`config.mk`:
```
export PLATFORM = sky130hd
export DESIGN_NAME = icp_serial_programming_master
export DESIGN_NICKNAME = d
export VERILOG_FILES = /design/src/hdl/icp_pkg.sv /design/src/hdl/icp_serial_programming_master.sv /design/src/hdl/icp_regs.sv /design/src/hdl/icp_seq.sv
export SDC_FILE = /design/constraint.sdc
export NUM_CORES = 1
export LEC_CHECK = 0
export ABC_AREA = 0
export BUFFER_PORTS_ARGS = -buffer_cell sky130_fd_sc_hd__clkbuf_2
export CAP_MARGIN = 20
export CORE_AREA = 5 5 175 177
export DETAILED_ROUTE_END_ITERATION = 16
export DIE_AREA = 0 0 180 182
export GPL_ROUTABILITY_DRIVEN = 0
export PLACE_DENSITY_LB_ADDON = 0.3
export SLEW_MARGIN = 15
export SYNTH_ARGS = -nofsm -noshare
export SYNTH_HDL_FRONTEND = slang
export SYNTH_HIERARCHICAL = 1
export SYNTH_SLANG_ARGS = --single-unit
export TNS_END_PERCENT = 1
```
`constraint.sdc`:
```
create_clock -name clk -period 7 [get_ports clk]
set_input_delay 0.7 -clock clk [delete_from_list [all_inputs] [get_ports clk]]
set_output_delay 0.7 -clock clk [all_outputs]
set_load 0.01 [all_outputs]
```
`src/hdl/icp_pkg.sv`:
```
// ----------------------------------------------------------------------------
// icp_pkg
// Shared types, register map and constants of the two-wire programming master.
// ----------------------------------------------------------------------------
package icp_pkg;

	// Default number of bits in a command frame or an entry or exit pattern.
	localparam int FRAME_BITS_DEF = 24;

	localparam int APB_AW = 5;
	localparam int APB_DW = 32;

	// Register word indexes (byte address divided by four).
	localparam logic [2:0] REG_SHORT_DELAY = 3'd0;
	localparam logic [2:0] REG_ENTRY_DELAY = 3'd1;
	localparam logic [2:0] REG_RESET_DELAY = 3'd2;
	localparam logic [2:0] REG_ENTRY_PAT   = 3'd3;
	localparam logic [2:0] REG_ALT_ENTRY   = 3'd4;
	localparam logic [2:0] REG_EXIT_PAT    = 3'd5;
	localparam logic [2:0] REG_RESET_PAT   = 3'd6;
	localparam logic [2:0] REG_ALT_RESET   = 3'd7;

	// Register reset values.
	localparam logic [7:0]  RST_SHORT_DELAY = 8'd2;
	localparam logic [9:0]  RST_ENTRY_DELAY = 10'd60;
	localparam logic [15:0] RST_RESET_DELAY = 16'd10000;
	localparam logic [23:0] RST_ENTRY_PAT   = 24'h5AA503;
	localparam logic [23:0] RST_ALT_ENTRY   = 24'h75BA03;
	localparam logic [23:0] RST_EXIT_PAT    = 24'h0F78F0;
	localparam logic [24:0] RST_RESET_PAT   = 25'h09E1CB6;
	localparam logic [24:0] RST_ALT_RESET   = 25'h0AE1CB6;

	// Request kinds.
	localparam logic [2:0] KIND_TICK      = 3'd0;
	localparam logic [2:0] KIND_COMMAND   = 3'd1;
	localparam logic [2:0] KIND_READ      = 3'd2;
	localparam logic [2:0] KIND_ENTRY     = 3'd3;
	localparam logic [2:0] KIND_EXIT      = 3'd4;
	localparam logic [2:0] KIND_RESET_PAT = 3'd5;
	localparam logic [2:0] KIND_SET_RESET = 3'd6;
	localparam logic [2:0] KIND_RESERVED  = 3'd7;

	typedef enum logic [3:0] {
		PH_IDLE,
		PH_TX_LOW,
		PH_TX_HIGH,
		PH_RS_HOLD,
		PH_RD_SETTLE,
		PH_RD_PRE,
		PH_RD_HIGH,
		PH_RD_END_DIR,
		PH_RD_END_SET,
		PH_RD_END_HIGH,
		PH_RD_END_LOW
	} phase_t;

	typedef struct packed {
		logic [2:0]  kind;
		logic [5:0]  command_code;
		logic [17:0] operand;
		logic        end_flag;
		logic        alternate;
		logic        dat_in;
		logic        reset_level;
	} req_t;

	typedef struct packed {
		logic       clk_level;
		logic       dat_level;
		logic       dat_drive;
		logic       rst_level;
		logic       busy_res;
		logic [7:0] read_value;
		logic       read_valid;
	} rsp_t;

	typedef struct packed {
		logic [7:0]  short_bit_delay;
		logic [9:0]  pattern_bit_delay;
		logic [15:0] reset_bit_delay;
		logic [23:0] entry_pattern;
		logic [23:0] alt_entry_pattern;
		logic [23:0] exit_pattern;
		logic [24:0] reset_pattern;
		logic [24:0] alt_reset_pattern;
	} cfg_t;

	// A delay of zero still holds for one tick.
	function automatic logic [15:0] hold_of(input logic [15:0] d);
		return (d == 16'd0) ? 16'd1 : d;
	endfunction

endpackage

```
`src/hdl/icp_serial_programming_master.sv`:
```
// ----------------------------------------------------------------------------
// icp_serial_programming_master
// Tick-driven master for a two-wire in-circuit programming link.
// ----------------------------------------------------------------------------
// Every transfer on the req channel is either one timing tick or a request,
// and it yields exactly one transfer on the rsp channel that shows the pin
// levels, busy flag and read byte after that item. The block takes one item
// per clock cycle while rsp does not stall: an item is registered on
// acceptance, stepped through the sequencer when it can advance, and its
// result is registered in rsp_q, which drives rsp. The rate is set by the
// sequencer step, which must finish before the next item can use the state it
// leaves; stalls on rsp hold the input register and push back on req only
// when both registers are full.
// ----------------------------------------------------------------------------
module icp_serial_programming_master #(
	parameter int FRAME_BITS = icp_pkg::FRAME_BITS_DEF
) (
	input  logic                          clk,
	input  logic                          arst_n,
	input  logic                          req_valid,
	output logic                          req_stall,
	input  icp_pkg::req_t                 req,
	output logic                          rsp_valid,
	input  logic                          rsp_stall,
	output icp_pkg::rsp_t                 rsp,
	input  logic                          psel,
	input  logic                          penable,
	input  logic                          pwrite,
	input  logic [icp_pkg::APB_AW-1:0]    paddr,
	input  logic [icp_pkg::APB_DW-1:0]    pwdata,
	output logic [icp_pkg::APB_DW-1:0]    prdata,
	output logic                          pready
);
	import icp_pkg::*;

	cfg_t cfg;
	req_t item_s1;
	logic valid_s1;
	rsp_t rsp_next;
	rsp_t rsp_q;
	logic rsp_valid_q;
	logic advance;

	assign pready    = 1'b1;
	assign advance   = valid_s1 && (!rsp_valid_q || !rsp_stall);
	assign req_stall = valid_s1 && !advance;
	assign rsp_valid = rsp_valid_q;
	assign rsp       = rsp_q;

	icp_regs u_regs (
		.clk     (clk),
		.arst_n  (arst_n),
		.psel    (psel),
		.penable (penable),
		.pwrite  (pwrite),
		.paddr   (paddr),
		.pwdata  (pwdata),
		.prdata  (prdata),
		.cfg     (cfg)
	);

	icp_seq #(
		.FRAME_BITS (FRAME_BITS)
	) u_seq (
		.clk    (clk),
		.arst_n (arst_n),
		.step   (advance),
		.item   (item_s1),
		.cfg    (cfg),
		.result (rsp_next)
	);

	always_ff @(posedge clk or negedge arst_n) begin
		if (!arst_n) begin
			valid_s1 <= 1'b0;
		end else if (req_valid && !req_stall) begin
			valid_s1 <= 1'b1;
		end else if (advance) begin
			valid_s1 <= 1'b0;
		end
	end

	always_ff @(posedge clk) begin
		if (req_valid && !req_stall) begin
			item_s1 <= req;
		end
	end

	always_ff @(posedge clk or negedge arst_n) begin
		if (!arst_n) begin
			rsp_valid_q <= 1'b0;
		end else if (advance) begin
			rsp_valid_q <= 1'b1;
		end else if (!rsp_stall) begin
			rsp_valid_q <= 1'b0;
		end
	end

	always_ff @(posedge clk) begin
		if (advance) begin
			rsp_q <= rsp_next;
		end
	end

endmodule

```
`src/hdl/icp_regs.sv`:
```
// ----------------------------------------------------------------------------
// icp_regs
// Configuration register file behind a simple APB-style port.
// ----------------------------------------------------------------------------
module icp_regs (
	input  logic                          clk,
	input  logic                          arst_n,
	input  logic                          psel,
	input  logic                          penable,
	input  logic                          pwrite,
	input  logic [icp_pkg::APB_AW-1:0]    paddr,
	input  logic [icp_pkg::APB_DW-1:0]    pwdata,
	output logic [icp_pkg::APB_DW-1:0]    prdata,
	output icp_pkg::cfg_t                 cfg
);
	import icp_pkg::*;

	cfg_t       cfg_q;
	logic [2:0] word_idx;
	logic       wr_en;

	assign word_idx = paddr[APB_AW-1:2];
	assign wr_en    = psel && penable && pwrite;
	assign cfg      = cfg_q;

	always_ff @(posedge clk or negedge arst_n) begin
		if (!arst_n) begin
			cfg_q.short_bit_delay   <= RST_SHORT_DELAY;
			cfg_q.pattern_bit_delay <= RST_ENTRY_DELAY;
			cfg_q.reset_bit_delay   <= RST_RESET_DELAY;
			cfg_q.entry_pattern     <= RST_ENTRY_PAT;
			cfg_q.alt_entry_pattern <= RST_ALT_ENTRY;
			cfg_q.exit_pattern      <= RST_EXIT_PAT;
			cfg_q.reset_pattern     <= RST_RESET_PAT;
			cfg_q.alt_reset_pattern <= RST_ALT_RESET;
		end else if (wr_en) begin
			case (word_idx)
				REG_SHORT_DELAY: cfg_q.short_bit_delay   <= pwdata[7:0];
				REG_ENTRY_DELAY: cfg_q.pattern_bit_delay <= pwdata[9:0];
				REG_RESET_DELAY: cfg_q.reset_bit_delay   <= pwdata[15:0];
				REG_ENTRY_PAT:   cfg_q.entry_pattern     <= pwdata[23:0];
				REG_ALT_ENTRY:   cfg_q.alt_entry_pattern <= pwdata[23:0];
				REG_EXIT_PAT:    cfg_q.exit_pattern      <= pwdata[23:0];
				REG_RESET_PAT:   cfg_q.reset_pattern     <= pwdata[24:0];
				REG_ALT_RESET:   cfg_q.alt_reset_pattern <= pwdata[24:0];
				default: ;
			endcase
		end
	end

	always_comb begin
		case (word_idx)
			REG_SHORT_DELAY: prdata = APB_DW'(cfg_q.short_bit_delay);
			REG_ENTRY_DELAY: prdata = APB_DW'(cfg_q.pattern_bit_delay);
			REG_RESET_DELAY: prdata = APB_DW'(cfg_q.reset_bit_delay);
			REG_ENTRY_PAT:   prdata = APB_DW'(cfg_q.entry_pattern);
			REG_ALT_ENTRY:   prdata = APB_DW'(cfg_q.alt_entry_pattern);
			REG_EXIT_PAT:    prdata = APB_DW'(cfg_q.exit_pattern);
			REG_RESET_PAT:   prdata = APB_DW'(cfg_q.reset_pattern);
			REG_ALT_RESET:   prdata = APB_DW'(cfg_q.alt_reset_pattern);
			default:         prdata = '0;
		endcase
	end

endmodule

```
`src/hdl/icp_seq.sv`:
```
// ----------------------------------------------------------------------------
// icp_seq
// Pin sequencer: applies one tick or request per step and forms the result.
// ----------------------------------------------------------------------------
module icp_seq #(
	parameter int FRAME_BITS = icp_pkg::FRAME_BITS_DEF
) (
	input  logic          clk,
	input  logic          arst_n,
	input  logic          step,
	input  icp_pkg::req_t item,
	input  icp_pkg::cfg_t cfg,
	output icp_pkg::rsp_t result
);
	import icp_pkg::*;

	localparam int BCW = $clog2(FRAME_BITS + 1);
	localparam int SW  = 2 ** BCW;
	localparam logic [63:0] FRAME_MASK = (64'd1 << FRAME_BITS) - 64'd1;

	phase_t          phase_q, phase_n;
	logic [BCW-1:0]  bit_cnt_q, bit_cnt_n;
	logic [15:0]     wait_q, wait_n;
	logic [15:0]     hold_q, hold_n;
	logic [SW-1:0]   shift_q, shift_n;
	logic [7:0]      accum_q, accum_n;
	logic [7:0]      read_hold_q, read_hold_n;
	logic            end_q, end_n;
	logic            pin_clk_q, pin_clk_n;
	logic            pin_dat_q, pin_dat_n;
	logic            pin_dir_q, pin_dir_n;
	logic            pin_rst_q, pin_rst_n;
	logic            done_read;
	logic [63:0]     tx_word;
	logic [15:0]     tx_delay;
	logic [63:0]     rs_word;

	// Word and hold length for the frame-style requests, and the reset pattern word.
	always_comb begin
		case (item.kind)
			KIND_ENTRY: begin
				tx_word  = 64'(item.alternate ? cfg.alt_entry_pattern : cfg.entry_pattern);
				tx_delay = 16'(cfg.pattern_bit_delay);
			end
			KIND_EXIT: begin
				tx_word  = 64'(cfg.exit_pattern);
				tx_delay = 16'(cfg.pattern_bit_delay);
			end
			default: begin
				tx_word  = {40'd0, item.operand, item.command_code};
				tx_delay = 16'(cfg.short_bit_delay);
			end
		endcase
		tx_word = tx_word & FRAME_MASK;
		rs_word = 64'(item.alternate ? cfg.alt_reset_pattern : cfg.reset_pattern);
	end

	always_comb begin
		phase_n     = phase_q;
		bit_cnt_n   = bit_cnt_q;
		wait_n      = wait_q;
		hold_n      = hold_q;
		shift_n     = shift_q;
		accum_n     = accum_q;
		read_hold_n = read_hold_q;
		end_n       = end_q;
		pin_clk_n   = pin_clk_q;
		pin_dat_n   = pin_dat_q;
		pin_dir_n   = pin_dir_q;
		pin_rst_n   = pin_rst_q;
		done_read   = 1'b0;

		if (item.kind == KIND_TICK) begin
			if (phase_q != PH_IDLE) begin
				if (wait_q > 16'd1) begin
					wait_n = wait_q - 16'd1;
				end else begin
					case (phase_q)
						PH_TX_LOW: begin
							pin_clk_n = 1'b1;
							phase_n   = PH_TX_HIGH;
							wait_n    = hold_q;
						end
						PH_TX_HIGH: begin
							pin_clk_n = 1'b0;
							if (bit_cnt_q == '0) begin
								phase_n = PH_IDLE;
							end else begin
								bit_cnt_n = bit_cnt_q - BCW'(1);
								pin_dat_n = shift_q[bit_cnt_n];
								phase_n   = PH_TX_LOW;
								wait_n    = hold_q;
							end
						end
						PH_RS_HOLD: begin
							if (bit_cnt_q == '0) begin
								phase_n = PH_IDLE;
							end else begin
								bit_cnt_n = bit_cnt_q - BCW'(1);
								pin_rst_n = shift_q[bit_cnt_n];
								wait_n    = hold_q;
							end
						end
						PH_RD_SETTLE: begin
							phase_n = PH_RD_PRE;
							wait_n  = hold_q;
						end
						PH_RD_PRE: begin
							accum_n   = {accum_q[6:0], item.dat_in};
							pin_clk_n = 1'b1;
							phase_n   = PH_RD_HIGH;
							wait_n    = hold_q;
						end
						PH_RD_HIGH: begin
							pin_clk_n = 1'b0;
							if (bit_cnt_q != '0) begin
								bit_cnt_n = bit_cnt_q - BCW'(1);
							end
							wait_n = hold_q;
							if (bit_cnt_n != '0) begin
								phase_n = PH_RD_PRE;
							end else begin
								pin_dir_n = 1'b1;
								phase_n   = PH_RD_END_DIR;
							end
						end
						PH_RD_END_DIR: begin
							pin_dat_n = end_q;
							phase_n   = PH_RD_END_SET;
							wait_n    = hold_q;
						end
						PH_RD_END_SET: begin
							pin_clk_n = 1'b1;
							phase_n   = PH_RD_END_HIGH;
							wait_n    = hold_q;
						end
						PH_RD_END_HIGH: begin
							pin_clk_n = 1'b0;
							phase_n   = PH_RD_END_LOW;
							wait_n    = hold_q;
						end
						PH_RD_END_LOW: begin
							pin_dat_n   = 1'b0;
							read_hold_n = accum_q;
							phase_n     = PH_IDLE;
							done_read   = 1'b1;
						end
						default: begin
							phase_n = PH_IDLE;
						end
					endcase
				end
			end
		end else if (phase_q == PH_IDLE) begin
			case (item.kind)
				KIND_COMMAND, KIND_ENTRY, KIND_EXIT: begin
					shift_n   = tx_word[SW-1:0];
					bit_cnt_n = BCW'(FRAME_BITS - 1);
					hold_n    = hold_of(tx_delay);
					pin_dir_n = 1'b1;
					pin_dat_n = shift_n[bit_cnt_n];
					wait_n    = hold_n;
					phase_n   = PH_TX_LOW;
				end
				KIND_READ: begin
					hold_n    = hold_of(16'(cfg.short_bit_delay));
					pin_dir_n = 1'b0;
					accum_n   = '0;
					bit_cnt_n = BCW'(8);
					end_n     = item.end_flag;
					wait_n    = hold_n;
					phase_n   = PH_RD_SETTLE;
				end
				KIND_RESET_PAT: begin
					shift_n   = rs_word[SW-1:0];
					bit_cnt_n = BCW'(FRAME_BITS);
					hold_n    = hold_of(cfg.reset_bit_delay);
					pin_rst_n = shift_n[bit_cnt_n];
					wait_n    = hold_n;
					phase_n   = PH_RS_HOLD;
				end
				KIND_SET_RESET: begin
					pin_rst_n = item.reset_level;
				end
				default: ;
			endcase
		end

		result.clk_level  = pin_clk_n;
		result.dat_level  = pin_dir_n & pin_dat_n;
		result.dat_drive  = pin_dir_n;
		result.rst_level  = pin_rst_n;
		result.busy_res   = (phase_n != PH_IDLE);
		result.read_value = read_hold_n;
		result.read_valid = done_read;
	end

	always_ff @(posedge clk or negedge arst_n) begin
		if (!arst_n) begin
			phase_q     <= PH_IDLE;
			bit_cnt_q   <= '0;
			wait_q      <= '0;
			hold_q      <= 16'd1;
			shift_q     <= '0;
			accum_q     <= '0;
			read_hold_q <= '0;
			end_q       <= 1'b0;
			pin_clk_q   <= 1'b0;
			pin_dat_q   <= 1'b0;
			pin_dir_q   <= 1'b1;
			pin_rst_q   <= 1'b1;
		end else if (step) begin
			phase_q     <= phase_n;
			bit_cnt_q   <= bit_cnt_n;
			wait_q      <= wait_n;
			hold_q      <= hold_n;
			shift_q     <= shift_n;
			accum_q     <= accum_n;
			read_hold_q <= read_hold_n;
			end_q       <= end_n;
			pin_clk_q   <= pin_clk_n;
			pin_dat_q   <= pin_dat_n;
			pin_dir_q   <= pin_dir_n;
			pin_rst_q   <= pin_rst_n;
		end
	end

endmodule
```
# Word-level counts from Yosys, hierarchy flattened
# Index checks and enable logic that the tools add are counted.
[totals]
out_inout_bits = 49
inputBits = 75
latchBits = 0
reg_bits = 297
ramBits = 0
memories = 0
mem_bits_ro = 0
[op_classes]
add_sub_neg = 2
bitwise_logic = 3
multipliers = 0
n_lt_le_gt_ge = 2
muxes = 79
n_reduce_logical = 48
shifts = 0
n_eq_ne = 31
div = 0
[op_table]
columns = ["cell", "n"]
rows = [
  ["32-bit one-hot mux with 8 select lines", 1],
  ["16-bit two-way mux", 6],
  ["8-bit two-way mux", 11],
  ["32-bit one-hot mux with 2 select lines", 1],
  ["5-bit two-way mux", 10],
  ["16-bit one-hot mux with 3 select lines", 1],
  ["24-bit one-hot mux with 2 select lines", 1],
  ["4-bit one-hot mux with 9 select lines", 1],
  ["16-bit logical NOT", 2],
  ["16-bit one-hot mux with 2 select lines", 1],
  ["1-bit two-way mux", 28],
  ["25-bit two-way mux", 1],
  ["24-bit two-way mux", 1],
  ["3-bit == test, second input constant", 7],
  ["10-bit two-way mux", 2],
  ["4-bit two-way mux", 5],
  ["4-bit by 3-bit == test with 1-bit output, second input constant", 4],
  ["16-bit by 1-bit greater-than comparator with 1-bit output, second input constant", 1],
  ["2-bit AND reduction", 8],
  ["16-bit by 1-bit subtractor with 16-bit output, second input constant", 1],
  ["5-bit one-hot mux with 3 select lines", 1],
  ["3-bit by 2-bit == test with 1-bit output, second input constant", 4],
  ["4-bit == test, second input constant", 3],
  ["4-bit one-hot mux with 3 select lines", 1],
  ["33 further kinds", 63],
]

# Depth between registers and ports, before layout
[logic_depth]
ltp_word = 13
mapped_depth = 12
ltp_nobuf = 8

# By module
# The synthesis kept the hierarchy.
[modules_own_cells]
columns = ["mod", "cells_each", "seq_area_each_um2", "area_per_inst_um2", "n_inst"]
rows = [
  ["icp_regs", 499, 3991.3, 7277.0, 1],
  ["icp_seq", 786, 2180.8, 6618.8, 1],
  ["icp_serial_programming_master", 55, 1401.3, 1455.1, 1],
]

# Worst setup path after synthesis
# Ideal clock, no wire load.
[synth_timing]
path_kind = "in2reg"
startpoint = "input rsp_stall"
endpoint = "register u_seq.read_hold_q[0]"
required_ns = 6.875
n_path_buf = 1
arrival_time_ns = 3.289
stages = 5
slack_ns = 3.586
cell_sequence = "a21boi_0 -> inv_1 -> or3b_1 -> buf_6 -> mux2_4"
[synth_via]
elab_chain_len = 3
[synth_rtl]
columns = ["item", "line_no", "rtl"]
rows = [
  ["start: declaration", "icp_serial_programming_master.sv:24", "input logic rsp_stall,"],
  ["1-bit logical NOT", "--", ""],
  ["1-bit logical OR", "icp_serial_programming_master.sv:45", "assign advance = valid_s1 && (!rsp_valid_q || !rsp_stall);"],
  ["1-bit logical AND", "icp_serial_programming_master.sv:45", ""],
  ["end signal: assignment", "icp_seq.sv:219", "read_hold_q <= read_hold_n;"],
  ["end: declaration", "icp_seq.sv:27", "logic [7:0] read_hold_q, read_hold_n;"],
]
# Every way passes these cells.
# A chain may end at the register's enable or synchronous reset.

# Worst setup path after layout
[layout_timing]
startpoint = "register item_s1[29] (netlist bit)"
endpoint = "register u_seq.wait_q[15]"
[layout_via]
elab_chain_len = 5
elab_cells_between_ends = 16
cone_classes = "8 x eq/ne; 3 x mux; 5 x reduce/logical"
[layout_rtl]
columns = ["item", "line_no", "rtl"]
rows = [
  ["start: declaration", "icp_serial_programming_master.sv:37", "req_t item_s1;"],
  ["start signal: assignment", "icp_serial_programming_master.sv:85", "item_s1 <= req;"],
  ["3-bit by 1-bit == test with 1-bit output, or another cell as far along", "icp_seq.sv:155", "case (item.kind)"],
  ["3-bit OR reduction", "icp_seq.sv:155", ""],
  ["16-bit one-hot mux with 3 select lines", "icp_seq.sv:155", ""],
  ["16-bit two-way mux", "icp_seq.sv:154", "end else if (phase_q == PH_IDLE) begin"],
  ["16-bit two-way mux", "icp_seq.sv:73", "if (item.kind == KIND_TICK) begin"],
  ["end signal: assignment", "icp_seq.sv:215", "wait_q <= wait_n;"],
  ["end: declaration", "icp_seq.sv:23", "logic [15:0] wait_q, wait_n;"],
]
# Parallel ways exist; a longest one is shown, timed or not. The select of a mux whose other input is x is not followed.

==> flow_summary_export.csv <==
group,metric,value,unit
routing,routed_via_density,6.230,
hold_path,hold_path.class,"primary input to asynchronous set/reset pin",
global_route,grt_max_degree,155,
cts,clock_latency,0.57,ns
outcome,status,"complete, no violations",
sta,fmax,0.2516,GHz
floorplanning,die_w,180,um
finish,antenna_cells,0,
routing,num_vias,11280,
power,p_comb_share,23.9,%
sta,setup_tns,0,ns
global_route,grt_pass1_vias,11160,
cts,h-tree-depth,1,
synthesis,synth_top_area_share,28.04,%
setup_path,r2r_start,"item_s1[29]$_DFFE_PP_",
power,p_clk_share,30.6,%
synthesis,ys_seq_elements,290,
job,cap_violations,0,
setup_path,cp-end-kind,"flip-flop",
routing,firstDrtPassIters,6,
synthesis,synth.area.top_cells,"dfrtp_1 (28%), dfstp_2 (12%), mux2_2 (12%)",
floorplanning,io_pins,124,
finish,fillCellCount,2396,
global_route,grt-ovfl-total,0,
floorplanning,start_util,52.78,%
global_route,antenna_found_initial,1,
cts,clk_pin_slew,0.06,ns
finish,multi_input_area,0.007243,mm^2
cts,cts-root-buf,"clkbuf_16",
routing,ant_nets,0,
finish,area_delta_synth_final,11.19,%
sta,fin_crit_sh,56.78,%
sta,setup_violations,0,
sta,period_minus_slack,3.974,ns
cts,cts_buffers,31,
synthesis,synthCells,1340,
global_route,grt_usage,24.23,%
sta,fin_skew,0.01106,ns
power,leakagePower,7.313,nW
power,p_switching,1.678,mW
setup_path,path_cells,"or3_1, inv_1, ha_1, nor3_1, o21ai_1, buf_4, a31o_2, a22o_1",
power,powerDensity,311.1,mW/mm^2
sta,rsz0062_at_grt,"false",
routing,drc_errors,0,
cts,cts.sinks,290,
synthesis,ys_seq_area_share,49.34,%
power,intPower,3.633,mW
power,p_sw_share,31.60,%
floorplanning,core,0.02909,mm^2
synthesis,synth_top_cell_by_area,"dfrtp_1",
routing,detail_route.wl_per_cell,22.42,um
finish,drive_gt1_share,32.89,%
synthesis,syn-mean-instance-area,11.46,um^2
placement,hpwl,26.13,mm
sta,relSlewSlack,24.21,%
power,vdd_drop_max,0.2104,mV
global_route,grt_pass1_wl,64.33,mm
setup_path,crit_slowest_cell,"edfxtp_1",
setup_path,critPathKind,"flip-flop to flip-flop",
sta,worst_slack,3.026,ns
sta,finalHoldViolCount,0,
placement,place_ws,3.145,ns
synthesis,ys_types,83,
setup_path,crit_required,7.46,ns
sta,tightest_slew,1.137,ns
routing,drt_wl_total,40.58,mm
power,sequentialPowerShare,45.5,%
cts,hold_buffers,0,
floorplanning,rows,63,
setup_path,cp-startpoint,"item_s1[29]$_DFFE_PP_",
finish,nets,1475,
synthesis,ys_async_sr_fraction,84.48,%
synthesis,ys.warnings.count,6,
setup_path,start_kind,"flip-flop",
cts,cts_tree,"done",
finish,regArea,0.007574,mm^2
cts,post_cts_buffers,0,
cts,cts_buffer_depth,3,
floorplanning,die_area,0.03276,mm^2
synthesis,syn_area,0.01535,mm^2
setup_path,path_max_fanout,28,
synthesis,ys.flop_type,"dfrtp_1",
routing,drtIter0Drc,1038,
setup_path,crit_arrival,4.43,ns
synthesis,synth-edff-count,45,
setup_path,cpPeakStageDelay,0.98,ns
placement,port-buffer-count,106,
sta,drv_slew,0,
floorplanning,dieHeight,182,um
cts,cts_resized,0,
-- sequential cells by signal (all words and copies together), names as in the netlist, 4 cells and up --
name	count
u_seq/read_hold_q	8
u_seq/accum_q	8
rsp	14
u_seq/wait_q	16
u_seq/hold_q	16
u_seq/bit_cnt_q	5
u_regs/cfg	156
item_s1	31
u_seq/phase_q	4
u_seq/shift_q	25
-- cell families (layout without fill, tap and decap cells) --
logic type | Yosys count | after routing | synth area share (%)
simple gates | 304 | 304 | 9.887
mux | 291 | 291 | 22.28
fa+ha+maj | 5 | 5 | 0.4075
compound gates | 314 | 314 | 13.86
flops | 290 | 290 | 49.34
xor+xnor | 6 | 6 | 0.3423
buf+inv | 128 | 202 | 3.847
other cells | 2 | 8 | 0.04892
-- power groups by stage --
stage	registers, mW	clock network (mW)	logic (mW)
3_5_place_dp	2.44	0	1.25
2_1_floorplan	2.27	0	1.02
3_3_place_gp	2.42	0	1.22
5_1_grt	2.47	1.74	1.39
4_1_cts	2.41	1.66	1.26
6_report	2.42	1.63	1.27
-- path summary, 6_finish.rpt --
path	to	slack, ns	cells past startpoint
max	u_seq/wait_q[15]$_DFFE_PN0P_	3.03	8
min	u_seq/hold_q[3]$_DFFE_PN0P_	0.16	1
max reg2reg	u_seq/wait_q[15]$_DFFE_PN0P_	3.03	8
min reg2reg	u_seq/accum_q[0]$_DFFE_PN0P_	0.48	1
max in group asynchronous	u_regs/cfg[84]$_DFFE_PN0P_	5.57	2
min in group clk	item_s1[17]$_DFFE_PP_	0.30	1
-- critical path, delay by kind of cell, from the launching register on --
family	cells	cell delay [ns]
adders and majority gates	1	0.37
AOI/OAI and AO/OA	3	0.58
DFF	1	0.98
buffers and inverters	2	0.75
and+or+nand+nor	2	1.17
-- layer usage --
metal | global-route usage, % | share of wire [%] | vias up
met5 | 0 | 0.032 | -
met4 | 6.949 | 2.7 | 2
met3 | 4.587 | 7.3 | 91
met2 | 38.56 | 47 | 460
met1 | 34.23 | 43 | 5625
li1 | - | - | 5098
-- stage by stage --
stage	instances	hold WS, ns	instance area [um^2]	utilization [%]	power (mW)
CTS	1810	0.1810	17070	58.68	5.333
floorplan	1346	0.4044	15370	-	3.294
finish	1810	0.1571	17070	58.68	5.311
global placement	1752	0.4580	16060	55.23	3.639
global route	1810	0.2114	17070	58.68	5.596
detailed placement	1752	0.4694	16060	55.23	3.690
-- cell type report --
| class | count | share of cell area (%) |
|---|---|---|
| sequential | 290 | 44.37 |
| multi-input combinational | 928 | 42.44 |
| clock buffer | 42 | 4.963 |
| timing repair buffer | 123 | 3.988 |
| tap | 390 | 2.859 |
| clock inverter | 16 | 0.9236 |
| inverter | 21 | 0.4618 |
-- cells in the final DEF, fill, tap and decap left out, drive strengths merged, types with 14 or more instances in the layout --
cell | Yosys | routed
nand2 | 107 | 107
a221o | 24 | 24
clkbuf | 59 | 147
buf | 48 | 18
dfstp | 73 | 73
mux4 | 17 | 17
edfxtp | 45 | 45
o22ai | 15 | 15
inv | 21 | 23
nor2 | 79 | 79
nor3 | 14 | 14
dfrtp | 172 | 172
mux2i | 93 | 93
a22o | 26 | 26
mux2 | 181 | 181
nand3 | 18 | 18
nand2b | 18 | 18
a21oi | 40 | 40
o21ai | 109 | 109
-- synth_stat cells, types with 19 or more instances --
master and number:
nor2_1 74, o21ai_0 107, buf_2 19, mux2_2 163, dfrtp_1 172, a221o_1 24, a22o_1 26, buf_4 19
mux2i_1 93, inv_1 21, dfstp_2 73, clkbuf_1 59, a21oi_1 40, nand2_1 106, edfxtp_1 45
(Power assumes the default switching activity.)
